## config.mk

```make
export PLATFORM = sky130hd
export DESIGN_NAME = multi_dac_serial_frame_sequencer_top
export DESIGN_NICKNAME = d
export VERILOG_FILES = /design/src/sv/dacseq_pkg.sv /design/src/sv/dacseq_ram.sv /design/src/sv/dacseq_timing.sv /design/src/sv/multi_dac_serial_frame_sequencer_top.sv
export SDC_FILE = /design/constraint.sdc
export NUM_CORES = 2
export LEC_CHECK = 0
export BUFFER_PORTS_ARGS = -buffer_cell sky130_fd_sc_hd__buf_2
export CORE_MARGIN = 2
export CORE_UTILIZATION = 45
export CTS_CLUSTER_DIAMETER = 120
export CTS_CLUSTER_SIZE = 24
export DETAILED_ROUTE_END_ITERATION = 7
export PLACE_DENSITY = 0.58
export SLEW_MARGIN = 5
export SYNTH_ARGS = -nofsm -noshare
export SYNTH_HDL_FRONTEND = slang
export SYNTH_SLANG_ARGS = --single-unit
```

## constraint.sdc

```tcl
create_clock -name clk_i -period 4.9 [get_ports clk_i]
set_input_delay 0.49 -clock clk_i [delete_from_list [all_inputs] [get_ports clk_i]]
set_output_delay 0.49 -clock clk_i [all_outputs]
set_load 0.005 [all_outputs]
```

## src/sv/dacseq_pkg.sv

```systemverilog
// ----------------------------------------------------------------------------
// dacseq_pkg
// Shared constants and types for the multi-DAC serial frame sequencer.
// ----------------------------------------------------------------------------
package dacseq_pkg;

  // Frame geometry.
  localparam int unsigned CHANNELS      = 128;
  localparam int unsigned SETUP_SAMPLES = 2;
  localparam int unsigned GAP_SAMPLES   = 2;
  localparam int unsigned BIT_SAMPLES   = 32;
  localparam int unsigned SLOT_SAMPLES  = SETUP_SAMPLES + BIT_SAMPLES + GAP_SAMPLES;
  localparam int unsigned FRAME_SAMPLES = CHANNELS * SLOT_SAMPLES;

  // Widths.
  localparam int unsigned CH_W      = $clog2(CHANNELS);
  localparam int unsigned OFF_W     = $clog2(SLOT_SAMPLES);
  localparam int unsigned POS_W     = $clog2(FRAME_SAMPLES);
  localparam int unsigned CHAN_IN_W = 7;
  localparam int unsigned LEVEL_W   = 12;
  localparam int unsigned MARK_W    = 8;
  localparam int unsigned PINS_W    = 8;
  localparam int unsigned WORD_W    = 16;

  // Reset code of every channel and reset frame mark length.
  localparam logic [LEVEL_W-1:0] DEFAULT_LEVEL = LEVEL_W'(3000);
  localparam logic [MARK_W-1:0]  DEFAULT_MARK  = MARK_W'(16);

  // Command codes.
  localparam logic CMD_TICK  = 1'b0;
  localparam logic CMD_WRITE = 1'b1;

  // Position of the sample that a tick plays.
  typedef struct packed {
    logic [CH_W-1:0]  chan;
    logic [OFF_W-1:0] offset;
    logic             mark;
  } slot_t;

endpackage

```

## src/sv/dacseq_ram.sv

```systemverilog
// ----------------------------------------------------------------------------
// dacseq_ram
// Generic single-write, single-read RAM with a registered read port.
// ----------------------------------------------------------------------------
module dacseq_ram #(
  parameter int unsigned WIDTH = 12,
  parameter int unsigned DEPTH = 128
) (
  input  logic                     clk_i,
  input  logic                     we_i,
  input  logic [$clog2(DEPTH)-1:0] waddr_i,
  input  logic [WIDTH-1:0]         wdata_i,
  input  logic                     re_i,
  input  logic [$clog2(DEPTH)-1:0] raddr_i,
  output logic [WIDTH-1:0]         rdata_o
);

  logic [WIDTH-1:0] mem_q [DEPTH];
  logic [WIDTH-1:0] rdata_q;

  // Write port.
  always_ff @(posedge clk_i) begin
    if (we_i) begin
      mem_q[waddr_i] <= wdata_i;
    end
  end

  // Registered read port; the data holds while no read is issued.
  always_ff @(posedge clk_i) begin
    if (re_i) begin
      rdata_q <= mem_q[raddr_i];
    end
  end

  assign rdata_o = rdata_q;

endmodule

```

## src/sv/dacseq_timing.sv

```systemverilog
// ----------------------------------------------------------------------------
// dacseq_timing
// Frame position counters: channel slot, offset within the slot and the
// absolute sample position used for the frame mark.
// ----------------------------------------------------------------------------
module dacseq_timing (
  input  logic                          clk_i,
  input  logic                          rst_ni,
  input  logic                          advance_i,
  input  logic                          restart_i,
  input  logic [dacseq_pkg::MARK_W-1:0] mark_len_i,
  output dacseq_pkg::slot_t             slot_o
);

  logic [dacseq_pkg::CH_W-1:0]  chan_q, chan_d;
  logic [dacseq_pkg::OFF_W-1:0] off_q, off_d;
  logic [dacseq_pkg::POS_W-1:0] pos_q, pos_d;
  logic                         slot_end, frame_end;

  assign slot_end  = (off_q == dacseq_pkg::OFF_W'(dacseq_pkg::SLOT_SAMPLES - 1));
  assign frame_end = slot_end && (chan_q == dacseq_pkg::CH_W'(dacseq_pkg::CHANNELS - 1));

  // Next position: step by one sample, wrap at slot and frame ends.
  always_comb begin
    chan_d = chan_q;
    off_d  = off_q;
    pos_d  = pos_q;
    if (restart_i) begin
      chan_d = '0;
      off_d  = '0;
      pos_d  = '0;
    end else if (advance_i) begin
      if (frame_end) begin
        chan_d = '0;
        off_d  = '0;
        pos_d  = '0;
      end else if (slot_end) begin
        chan_d = chan_q + 1'b1;
        off_d  = '0;
        pos_d  = pos_q + 1'b1;
      end else begin
        off_d  = off_q + 1'b1;
        pos_d  = pos_q + 1'b1;
      end
    end
  end

  always_ff @(posedge clk_i or negedge rst_ni) begin
    if (!rst_ni) begin
      chan_q <= '0;
      off_q  <= '0;
      pos_q  <= '0;
    end else begin
      chan_q <= chan_d;
      off_q  <= off_d;
      pos_q  <= pos_d;
    end
  end

  // Current sample description.
  assign slot_o.chan   = chan_q;
  assign slot_o.offset = off_q;
  assign slot_o.mark   = (pos_q < dacseq_pkg::POS_W'(mark_len_i));

endmodule

```

## src/sv/multi_dac_serial_frame_sequencer_top.sv

```systemverilog
// ----------------------------------------------------------------------------
// multi_dac_serial_frame_sequencer_top
// Refresh sequencer that streams the stored DAC codes as 8-bit pin words.
// ----------------------------------------------------------------------------
// Usage:
//   Input beats carry cmd_i, channel_i, level_i and last_write_i on a
//   valid/ready channel. A tick beat (cmd 0) yields one pins_o beat on the
//   output valid/ready channel; a write beat (cmd 1) stores one channel code
//   and yields nothing, and with last_write_i set restarts the frame.
//   The frame mark length register is written through cfg_we_i/cfg_wdata_i.
//   A tick's pin word passes the channel-code RAM read, held in the read
//   stage, and then the output register before it shows on pins_o.
//   Throughput: one beat per cycle, tick or write, unless a stall holds
//   in_ready_o low; the RAM has a separate write and read port and each
//   beat uses only one of them.
//   A write followed right away by a tick of the same channel sees the new
//   code, since the read is issued after the write edge.
//   Reset: the frame position returns to zero, the frame mark length to 16
//   and every channel reads as 3000 through per-channel valid bits; no
//   clearing pass is needed, so beats are taken right after reset.
//   Stall: when the receiver holds out_ready_i low, the output register and
//   the read stage fill and in_ready_o drops after two pending words.
// ----------------------------------------------------------------------------
module multi_dac_serial_frame_sequencer_top (
  input  logic                             clk_i,
  input  logic                             rst_ni,
  input  logic                             in_valid_i,
  output logic                             in_ready_o,
  input  logic                             cmd_i,
  input  logic [dacseq_pkg::CHAN_IN_W-1:0] channel_i,
  input  logic [dacseq_pkg::LEVEL_W-1:0]   level_i,
  input  logic                             last_write_i,
  output logic                             out_valid_o,
  input  logic                             out_ready_i,
  output logic [dacseq_pkg::PINS_W-1:0]    pins_o,
  input  logic                             cfg_we_i,
  input  logic [dacseq_pkg::MARK_W-1:0]    cfg_wdata_i
);

  logic                                accept, tick, wr, restart;
  logic [dacseq_pkg::MARK_W-1:0]       mark_len_q;
  logic [dacseq_pkg::CHANNELS-1:0]     lvl_valid_q;
  dacseq_pkg::slot_t                   slot;
  logic [dacseq_pkg::LEVEL_W-1:0]      rdata;
  logic                                s1_valid_q, s1_valid_d, s1_ready;
  dacseq_pkg::slot_t                   s1_slot_q;
  logic                                s1_lvl_valid_q;
  logic                                out_valid_q, out_ready_int;
  logic [dacseq_pkg::PINS_W-1:0]       pins_q, pins_c;

  // Handshake and command decode.
  assign out_ready_int = !out_valid_q || out_ready_i;
  assign s1_ready      = !s1_valid_q || out_ready_int;
  assign in_ready_o    = s1_ready;
  assign accept        = in_valid_i && in_ready_o;
  assign tick          = accept && (cmd_i == dacseq_pkg::CMD_TICK);
  assign wr            = accept && (cmd_i == dacseq_pkg::CMD_WRITE) &&
                         (32'(channel_i) < dacseq_pkg::CHANNELS);
  assign restart       = accept && (cmd_i == dacseq_pkg::CMD_WRITE) && last_write_i;

  // Frame mark length register.
  always_ff @(posedge clk_i or negedge rst_ni) begin
    if (!rst_ni) begin
      mark_len_q <= dacseq_pkg::DEFAULT_MARK;
    end else if (cfg_we_i) begin
      mark_len_q <= cfg_wdata_i;
    end
  end

  // Position counters.
  dacseq_timing u_timing (
    .clk_i      (clk_i),
    .rst_ni     (rst_ni),
    .advance_i  (tick),
    .restart_i  (restart),
    .mark_len_i (mark_len_q),
    .slot_o     (slot)
  );

  // Channel code store.
  dacseq_ram #(
    .WIDTH (dacseq_pkg::LEVEL_W),
    .DEPTH (dacseq_pkg::CHANNELS)
  ) u_level_ram (
    .clk_i   (clk_i),
    .we_i    (wr),
    .waddr_i (channel_i[dacseq_pkg::CH_W-1:0]),
    .wdata_i (level_i),
    .re_i    (tick),
    .raddr_i (slot.chan),
    .rdata_o (rdata)
  );

  // Valid bits: an entry never written reads as the default code.
  always_ff @(posedge clk_i or negedge rst_ni) begin
    if (!rst_ni) begin
      lvl_valid_q <= '0;
    end else if (wr) begin
      lvl_valid_q[channel_i[dacseq_pkg::CH_W-1:0]] <= 1'b1;
    end
  end

  // Read stage: holds the sample description while the RAM read completes.
  always_comb begin
    s1_valid_d = s1_valid_q;
    if (s1_ready) begin
      s1_valid_d = tick;
    end
  end

  always_ff @(posedge clk_i or negedge rst_ni) begin
    if (!rst_ni) begin
      s1_valid_q <= 1'b0;
    end else begin
      s1_valid_q <= s1_valid_d;
    end
  end

  always_ff @(posedge clk_i) begin
    if (tick) begin
      s1_slot_q      <= slot;
      s1_lvl_valid_q <= lvl_valid_q[slot.chan];
    end
  end

  // Pin word formatting.
  always_comb begin
    logic [dacseq_pkg::LEVEL_W-1:0]   level;
    logic [dacseq_pkg::CHAN_IN_W-1:0] chan7;
    logic [3:0]                       chip;
    logic [dacseq_pkg::WORD_W-1:0]    word;
    logic [dacseq_pkg::OFF_W-1:0]     k;
    logic                             in_bits, gap, mosi, sclk;
    level   = s1_lvl_valid_q ? rdata : dacseq_pkg::DEFAULT_LEVEL;
    chan7   = dacseq_pkg::CHAN_IN_W'(s1_slot_q.chan);
    chip    = chan7[6:3];
    word    = {1'b0, chan7[2:0], level};
    k       = s1_slot_q.offset - dacseq_pkg::OFF_W'(dacseq_pkg::SETUP_SAMPLES);
    in_bits = (s1_slot_q.offset >= dacseq_pkg::OFF_W'(dacseq_pkg::SETUP_SAMPLES)) &&
              (s1_slot_q.offset < dacseq_pkg::OFF_W'(dacseq_pkg::SETUP_SAMPLES +
                                                     dacseq_pkg::BIT_SAMPLES));
    gap     = (s1_slot_q.offset >= dacseq_pkg::OFF_W'(dacseq_pkg::SETUP_SAMPLES +
                                                      dacseq_pkg::BIT_SAMPLES));
    mosi    = in_bits && word[4'd15 - k[4:1]];
    sclk    = in_bits && !k[0];
    pins_c  = {s1_slot_q.mark, 1'b0, chip[1], chip[0], chip[3] ^ gap, chip[2], sclk, mosi};
  end

  // Output register.
  always_ff @(posedge clk_i or negedge rst_ni) begin
    if (!rst_ni) begin
      out_valid_q <= 1'b0;
    end else if (out_ready_int) begin
      out_valid_q <= s1_valid_q;
    end
  end

  always_ff @(posedge clk_i) begin
    if (out_ready_int && s1_valid_q) begin
      pins_q <= pins_c;
    end
  end

  assign out_valid_o = out_valid_q;
  assign pins_o      = pins_q;

endmodule

```

* Word-level counts from Yosys, hierarchy flattened
Memory sizes are Yosys's and may differ from the RTL's. A register that Yosys moved wholly into a read port is not among the register bits. Cells that the tools add are included.
Operators by class: mux-type cells 20, add/sub/neg operators 5, reductions and logical operators 18, $lt $le $gt $ge 8, eq/ne operators 2, bitwise logic cells 3
Operators by type and width (number):
- 128-bit bitwise OR | 1
- 13-bit two-way mux | 3
- 7-bit two-way mux | 4
- 6-bit two-way mux | 4
- 7-bit by 8-bit less-than comparator with 1-bit output (second input constant) | 2
- 13-bit by 1-bit adder with 13-bit output (second input constant) | 1
- 13-bit by 8-bit less-than comparator with 1-bit output | 1
- 12-bit two-way mux | 1
- 1-bit logical AND | 10
- 7-bit by 1-bit adder with 7-bit output (second input constant) | 1
- 1-bit binary-select mux with 7-bit select | 1
- 1-bit demux with 7-bit select | 1
- 7-bit == test (second input constant) | 1
- 7-bit by 1-bit greater-or-equal comparator with 1-bit output (second input constant) | 1
- 6-bit by 1-bit adder with 6-bit output (second input constant) | 1
- 6-bit == test (second input constant) | 1
- 6-bit by 2-bit greater-or-equal comparator with 1-bit output (second input constant) | 1
- 6-bit greater-or-equal comparator (second input constant) | 1
- 6-bit less-than comparator (second input constant) | 1
- 4-bit by 5-bit less-than comparator with 1-bit output (second input constant) | 1
- 1-bit two-way mux | 5
- 5-bit by 2-bit subtractor with 5-bit output (second input constant) | 1
- 1-bit binary-select mux with 4-bit select | 1
- 4-bit subtractor (first input constant) | 1
- 7 further kinds | 10
Word-level totals: register bits after elaboration 186, memories kept 1, logic and storage cells 69, bits of input ports 34, RAM bits 1536
Memory list:
- u_level_ram.mem_q | words 128, width 12, read ports 1, clocked after memory_dff 1, write ports 1, line dacseq_ram.sv:18 | logic [WIDTH-1:0] mem_q [DEPTH];

* Logic depth before layout (Yosys ltp)
depth after elaboration 8, mapped depth 11, mapped depth without buffers 8

* By module
A second synthesis with hierarchy kept.
Unflattened totals: cells, all modules 3024, area, all modules 67717.4 um^2
By module, submodules not included:
- dacseq_ram | cells each 2362, instances 1, area each 59248.1 um^2, seq. area each 46484.6 um^2
- multi_dac_serial_frame_sequencer_top | cells each 494, instances 1, area each 6937.9 um^2, seq. area each 4115.2 um^2
- dacseq_timing | cells each 168, instances 1, area each 1531.5 um^2, seq. area each 650.6 um^2

* Least setup slack after synthesis
OpenSTA, ideal clock, no wires.
kind input port to flip-flop, start point input port out_ready_i, end point memory u_level_ram.mem_q[110][0], enable pin, cell stages on the path 6, data required time 4.519 ns, library setup time 0.381 ns, buffers on the path 1, arrival time 2.171 ns, path slack 2.348 ns, path through nand3b_1 -> nand2_1 -> nor3b_1 -> nand3_1 -> clkbuf_1 -> nor2_1
On the way: word-level cells in the longest chain between the ends 6
RTL lines:
- from (decl) | line multi_dac_serial_frame_sequencer_top.sv:34 | input logic out_ready_i,
- 1-bit logical OR | line multi_dac_serial_frame_sequencer_top.sv:52 | assign out_ready_int = !out_valid_q || out_ready_i;
- 1-bit logical OR | line multi_dac_serial_frame_sequencer_top.sv:53 | assign s1_ready = !s1_valid_q || out_ready_int;
- 1-bit logical AND | line multi_dac_serial_frame_sequencer_top.sv:55 | assign accept = in_valid_i && in_ready_o;
- 1-bit logical AND | line multi_dac_serial_frame_sequencer_top.sv:57 | assign wr = accept && (cmd_i == dacseq_pkg::CMD_WRITE) &&
- 1-bit two-way mux | line dacseq_ram.sv:23 | if (we_i) begin
- 1-bit two-way mux (not written as such) | line dacseq_ram.sv:24 | mem_q[waddr_i] <= wdata_i;
- to (decl) | line dacseq_ram.sv:18
No other way between the ends.

==> qor.yml <==
r2r-start: "u_timing.chan_q[0]$_DFFE_PN0P_"
numCtsBuffers: 83
arrival_ns: 4.55
synth_area_um2: 67400
cpPeakStageDelay_ns: 0.97
period_needed_ns: 3.95
viasPerCell: 6.03
finalHoldViolCount: 0
yosysUniqueCellTypes: 69
crit_buf_inv: 2
dieArea_um2: 153000
clockBufferDepth: 3
synth-async-reset-ratio_pct: 9.46
status: "completed"
hpwl_mm: 109
worstSetupPathType: "register to register"
rr_endpoint: "u_level_ram.rdata_o[0]$_DFFE_PP_"
setup_ws_ns: 0.951
synth_ff_type: "edfxtp_1"
dp_slack_ns: 1.11
slew_headroom_pct: 19.9
drive_above_1_share_pct: 23.4
antenna_found_initial: 4
drv_slew: 0
grt_pass1_wl_mm: 250
ir_drop_mv: 0.361
total_power_w: 0.0306
worstMarginPinSlew_ns: 1.20
cts_tree: "yes"
fin_skew_ns: 0.0379
start_kind: "register"
start_util_pct: 45.5
fin_util_pct: 49.7
track_usage_pct: 23.0
drc: 0
first_pass_iters: 5
syn_nets: 3435
final_common_cell: "edfxtp_1"
rsz0062_at_grt: "no"
die_w_um: 391
clkLatencyLatePin_ns: 0.74
drt_iter0_markers: 3730
wirelength_mm: 176
fin_nets: 3637
postRouteAntennaNets: 0
end_kind: "register"
r2r_slack_ns: 0.95
reg2regPathDepth: 8
grt_pass1_vias: 32900
powerDensity_nw_per_um2: 415
cp_cell_sequence: "buf_4 -> nor2b_2 -> buf_4 -> nand2_1 -> o221ai_1 -> a21oi_1 -> a211oi_1 -> o32a_1"
routabilityCongestion: 0.810
grt-ovfl-total: 0
avgSynthCellArea_um2: 19.9
yosys_warnings: 0
cts-root-buf: "clkbuf_16"
layout_worst_path_cycle_share_pct: 80.6
routedWlPerCell_um: 31.4
crit_slowest_cell: "dfrtp_4"
grt_max_degree: 90
clk_pin_slew_ns: 0.10
syn-instance-count: 3389
whs_path_depth: 3
numClockSinks: 1734
die_h_um: 391
cts_max_level: 3
final_cell_mix: "edfxtp_1 (1570), mux4_2 (317), buf_4 (235)"
cp_data_required_time_ns: 5.50
vias: 33700
post_cts_buffers: 0
maxCapViolCount: 0
min_from: "cfg_we_i"
core_um2: 148000
synth-edff-count: 1570
synth-seq-cells: 1734
pin_count: 44
yosysSeqAreaShare_pct: 76.1
area.growth.synth_to_final_pct: 9.35
holdPathEnd: "mark_len_q[4]$_DFFE_PN1P_"
num_rows: 141
max_freq_ghz: 0.253
setup_viol: 0
crit_path_frequent_cell: "buf_4"
worstHoldPathType: "input port to register"
cp_max_fo: 29
leakagePower_nw: 24.1
io_buffers: 42
cp_top_family: "compound AO/OA/AOI/OAI gates"
final.setup.tns_ns: 0
## state kept, by name (all words and copies together) (netlist names)
register             count
s1_valid_q               1
u_level_ram.rdata_o     12
u_timing.chan_q          7
s1_slot_q               10
u_timing.pos_q          13
lvl_valid_q            128
u_level_ram.mem_q     1536
pins_o                   7
out_valid_o              1
mark_len_q               8
pins_c                   4
s1_lvl_valid_q           1
u_timing.off_q           6
## timing repair
action                                 CTS  global route
resized for setup                        0             0
endpoints found under the hold margin   97             0
hold buffers                            11             0
## power by group
| group | leakage, nW | switching [W] | internal (W) |
|---|---|---|---|
| registers | 16.3 | 0.000252 | 0.0163 |
| clock network | 1.16 | 0.00458 | 0.00332 |
| logic | 6.59 | 0.00352 | 0.00258 |
## through the flow
stage                     cell area, um2  hold WS, ns  instances
final                              73700       0.0752       5595
after global routing               73700       0.0690       5591
after CTS                          73700      0.00910       5591
after detailed placement           71100        0.409       5425
after global placement             71100        0.404       5425
after floorplan                    67400        0.194       3389
## synthesized netlist by cell type (5+ instances only)
master     count  share of area (%)
o21ai_0       36               0.27
nand4_1        9              0.084
mux2_2        15               0.25
clkbuf_1      62               0.35
a31oi_1       11               0.10
a22oi_1       64               0.71
a22o_1        17               0.22
nor2b_1       13               0.12
dfrtp_1      163                6.1
edfxtp_1    1570                 70
and2_1         7              0.065
a221oi_1      12               0.16
xnor2_1        7              0.091
o221ai_1      25               0.32
buf_2         65               0.48
nand2b_1       9              0.084
a2111oi_0      7              0.091
o32a_1         9               0.13
or2_2        129                1.2
a2111oi_2      8               0.18
a21oi_1       50               0.37
nand3_1       31               0.23
mux2i_1      221                3.3
o211ai_1      14               0.16
buf_6         18               0.30
inv_1         13              0.072
buf_4         23               0.26
a311oi_1       5              0.065
a211oi_1      37               0.41
nor2_1       177               0.99
nor3_1        12              0.089
nand2_1       87               0.48
and3_1         9              0.084
nand3b_1       5              0.056
o22ai_1       42               0.39
mux4_2       317                 11
a211o_1        5              0.065
xor2_1        12               0.16
ha_1          12               0.22
## worst max-delay path by stage
stage / start / endpoint / slack, ns / depth (start not counted)
6_report: u_timing.chan_q[0]$_DFFE_PN0P_ / u_level_ram.rdata_o[0]$_DFFE_PP_ / 0.95 / 8
5_1_grt: u_timing.chan_q[0]$_DFFE_PN0P_ / u_level_ram.rdata_o[11]$_DFFE_PP_ / 0.96 / 8
4_1_cts: u_timing.chan_q[0]$_DFFE_PN0P_ / u_level_ram.rdata_o[11]$_DFFE_PP_ / 1.07 / 8
3_5_place_dp: u_timing.chan_q[0]$_DFFE_PN0P_ / u_level_ram.rdata_o[11]$_DFFE_PP_ / 1.11 / 8
3_3_place_gp: u_timing.chan_q[0]$_DFFE_PN0P_ / u_level_ram.rdata_o[11]$_DFFE_PP_ / 1.18 / 8
2_1_floorplan: out_ready_i / u_level_ram.mem_q[110][0]$_DFFE_PP_ / 2.35 / 6
## layer usage
metal  vias up  wire length (um)  GRT usage (%)
met3       167             12100           3.18
met2      1265             81900           35.6
met5         -                 7              0
li1      14200                 -              -
met4         2              3380           4.84
met1     18100             78200           35.0
## final cells by class
class                      instances  area (um2)
antenna                            4        10.0
clock buffer                     147        2340
clock inverter                     8         124
fill                           12000       74500
inverter                          14        52.6
multi-input combinational       1465       15100
sequential                      1734       51300
tap                             1930        2410
timing repair buffer             293        2370
## cell families (layout without fill, tap and decap cells)
family	count (synthesis)	in the layout	synth area share (%)
compound gates	373	373	4.04
simple gates	505	505	3.68
buf+inv	190	462	1.57
other cells	1	5	0.00557
mux	555	555	14.2
xor+xnor	19	19	0.247
flops	1734	1734	76.1
fa+ha+maj	12	12	0.223
## worst register-to-register path, stage by stage, from the launching register on
cell and delay, ns:
dfrtp_4 0.97, buf_4 0.41, nor2b_2 0.20, buf_4 0.27
nand2_1 0.34, o221ai_1 0.35, a21oi_1 0.15, a211oi_1 0.83
o32a_1 0.31
No activity file was read; power rests on OpenSTA's default activity.
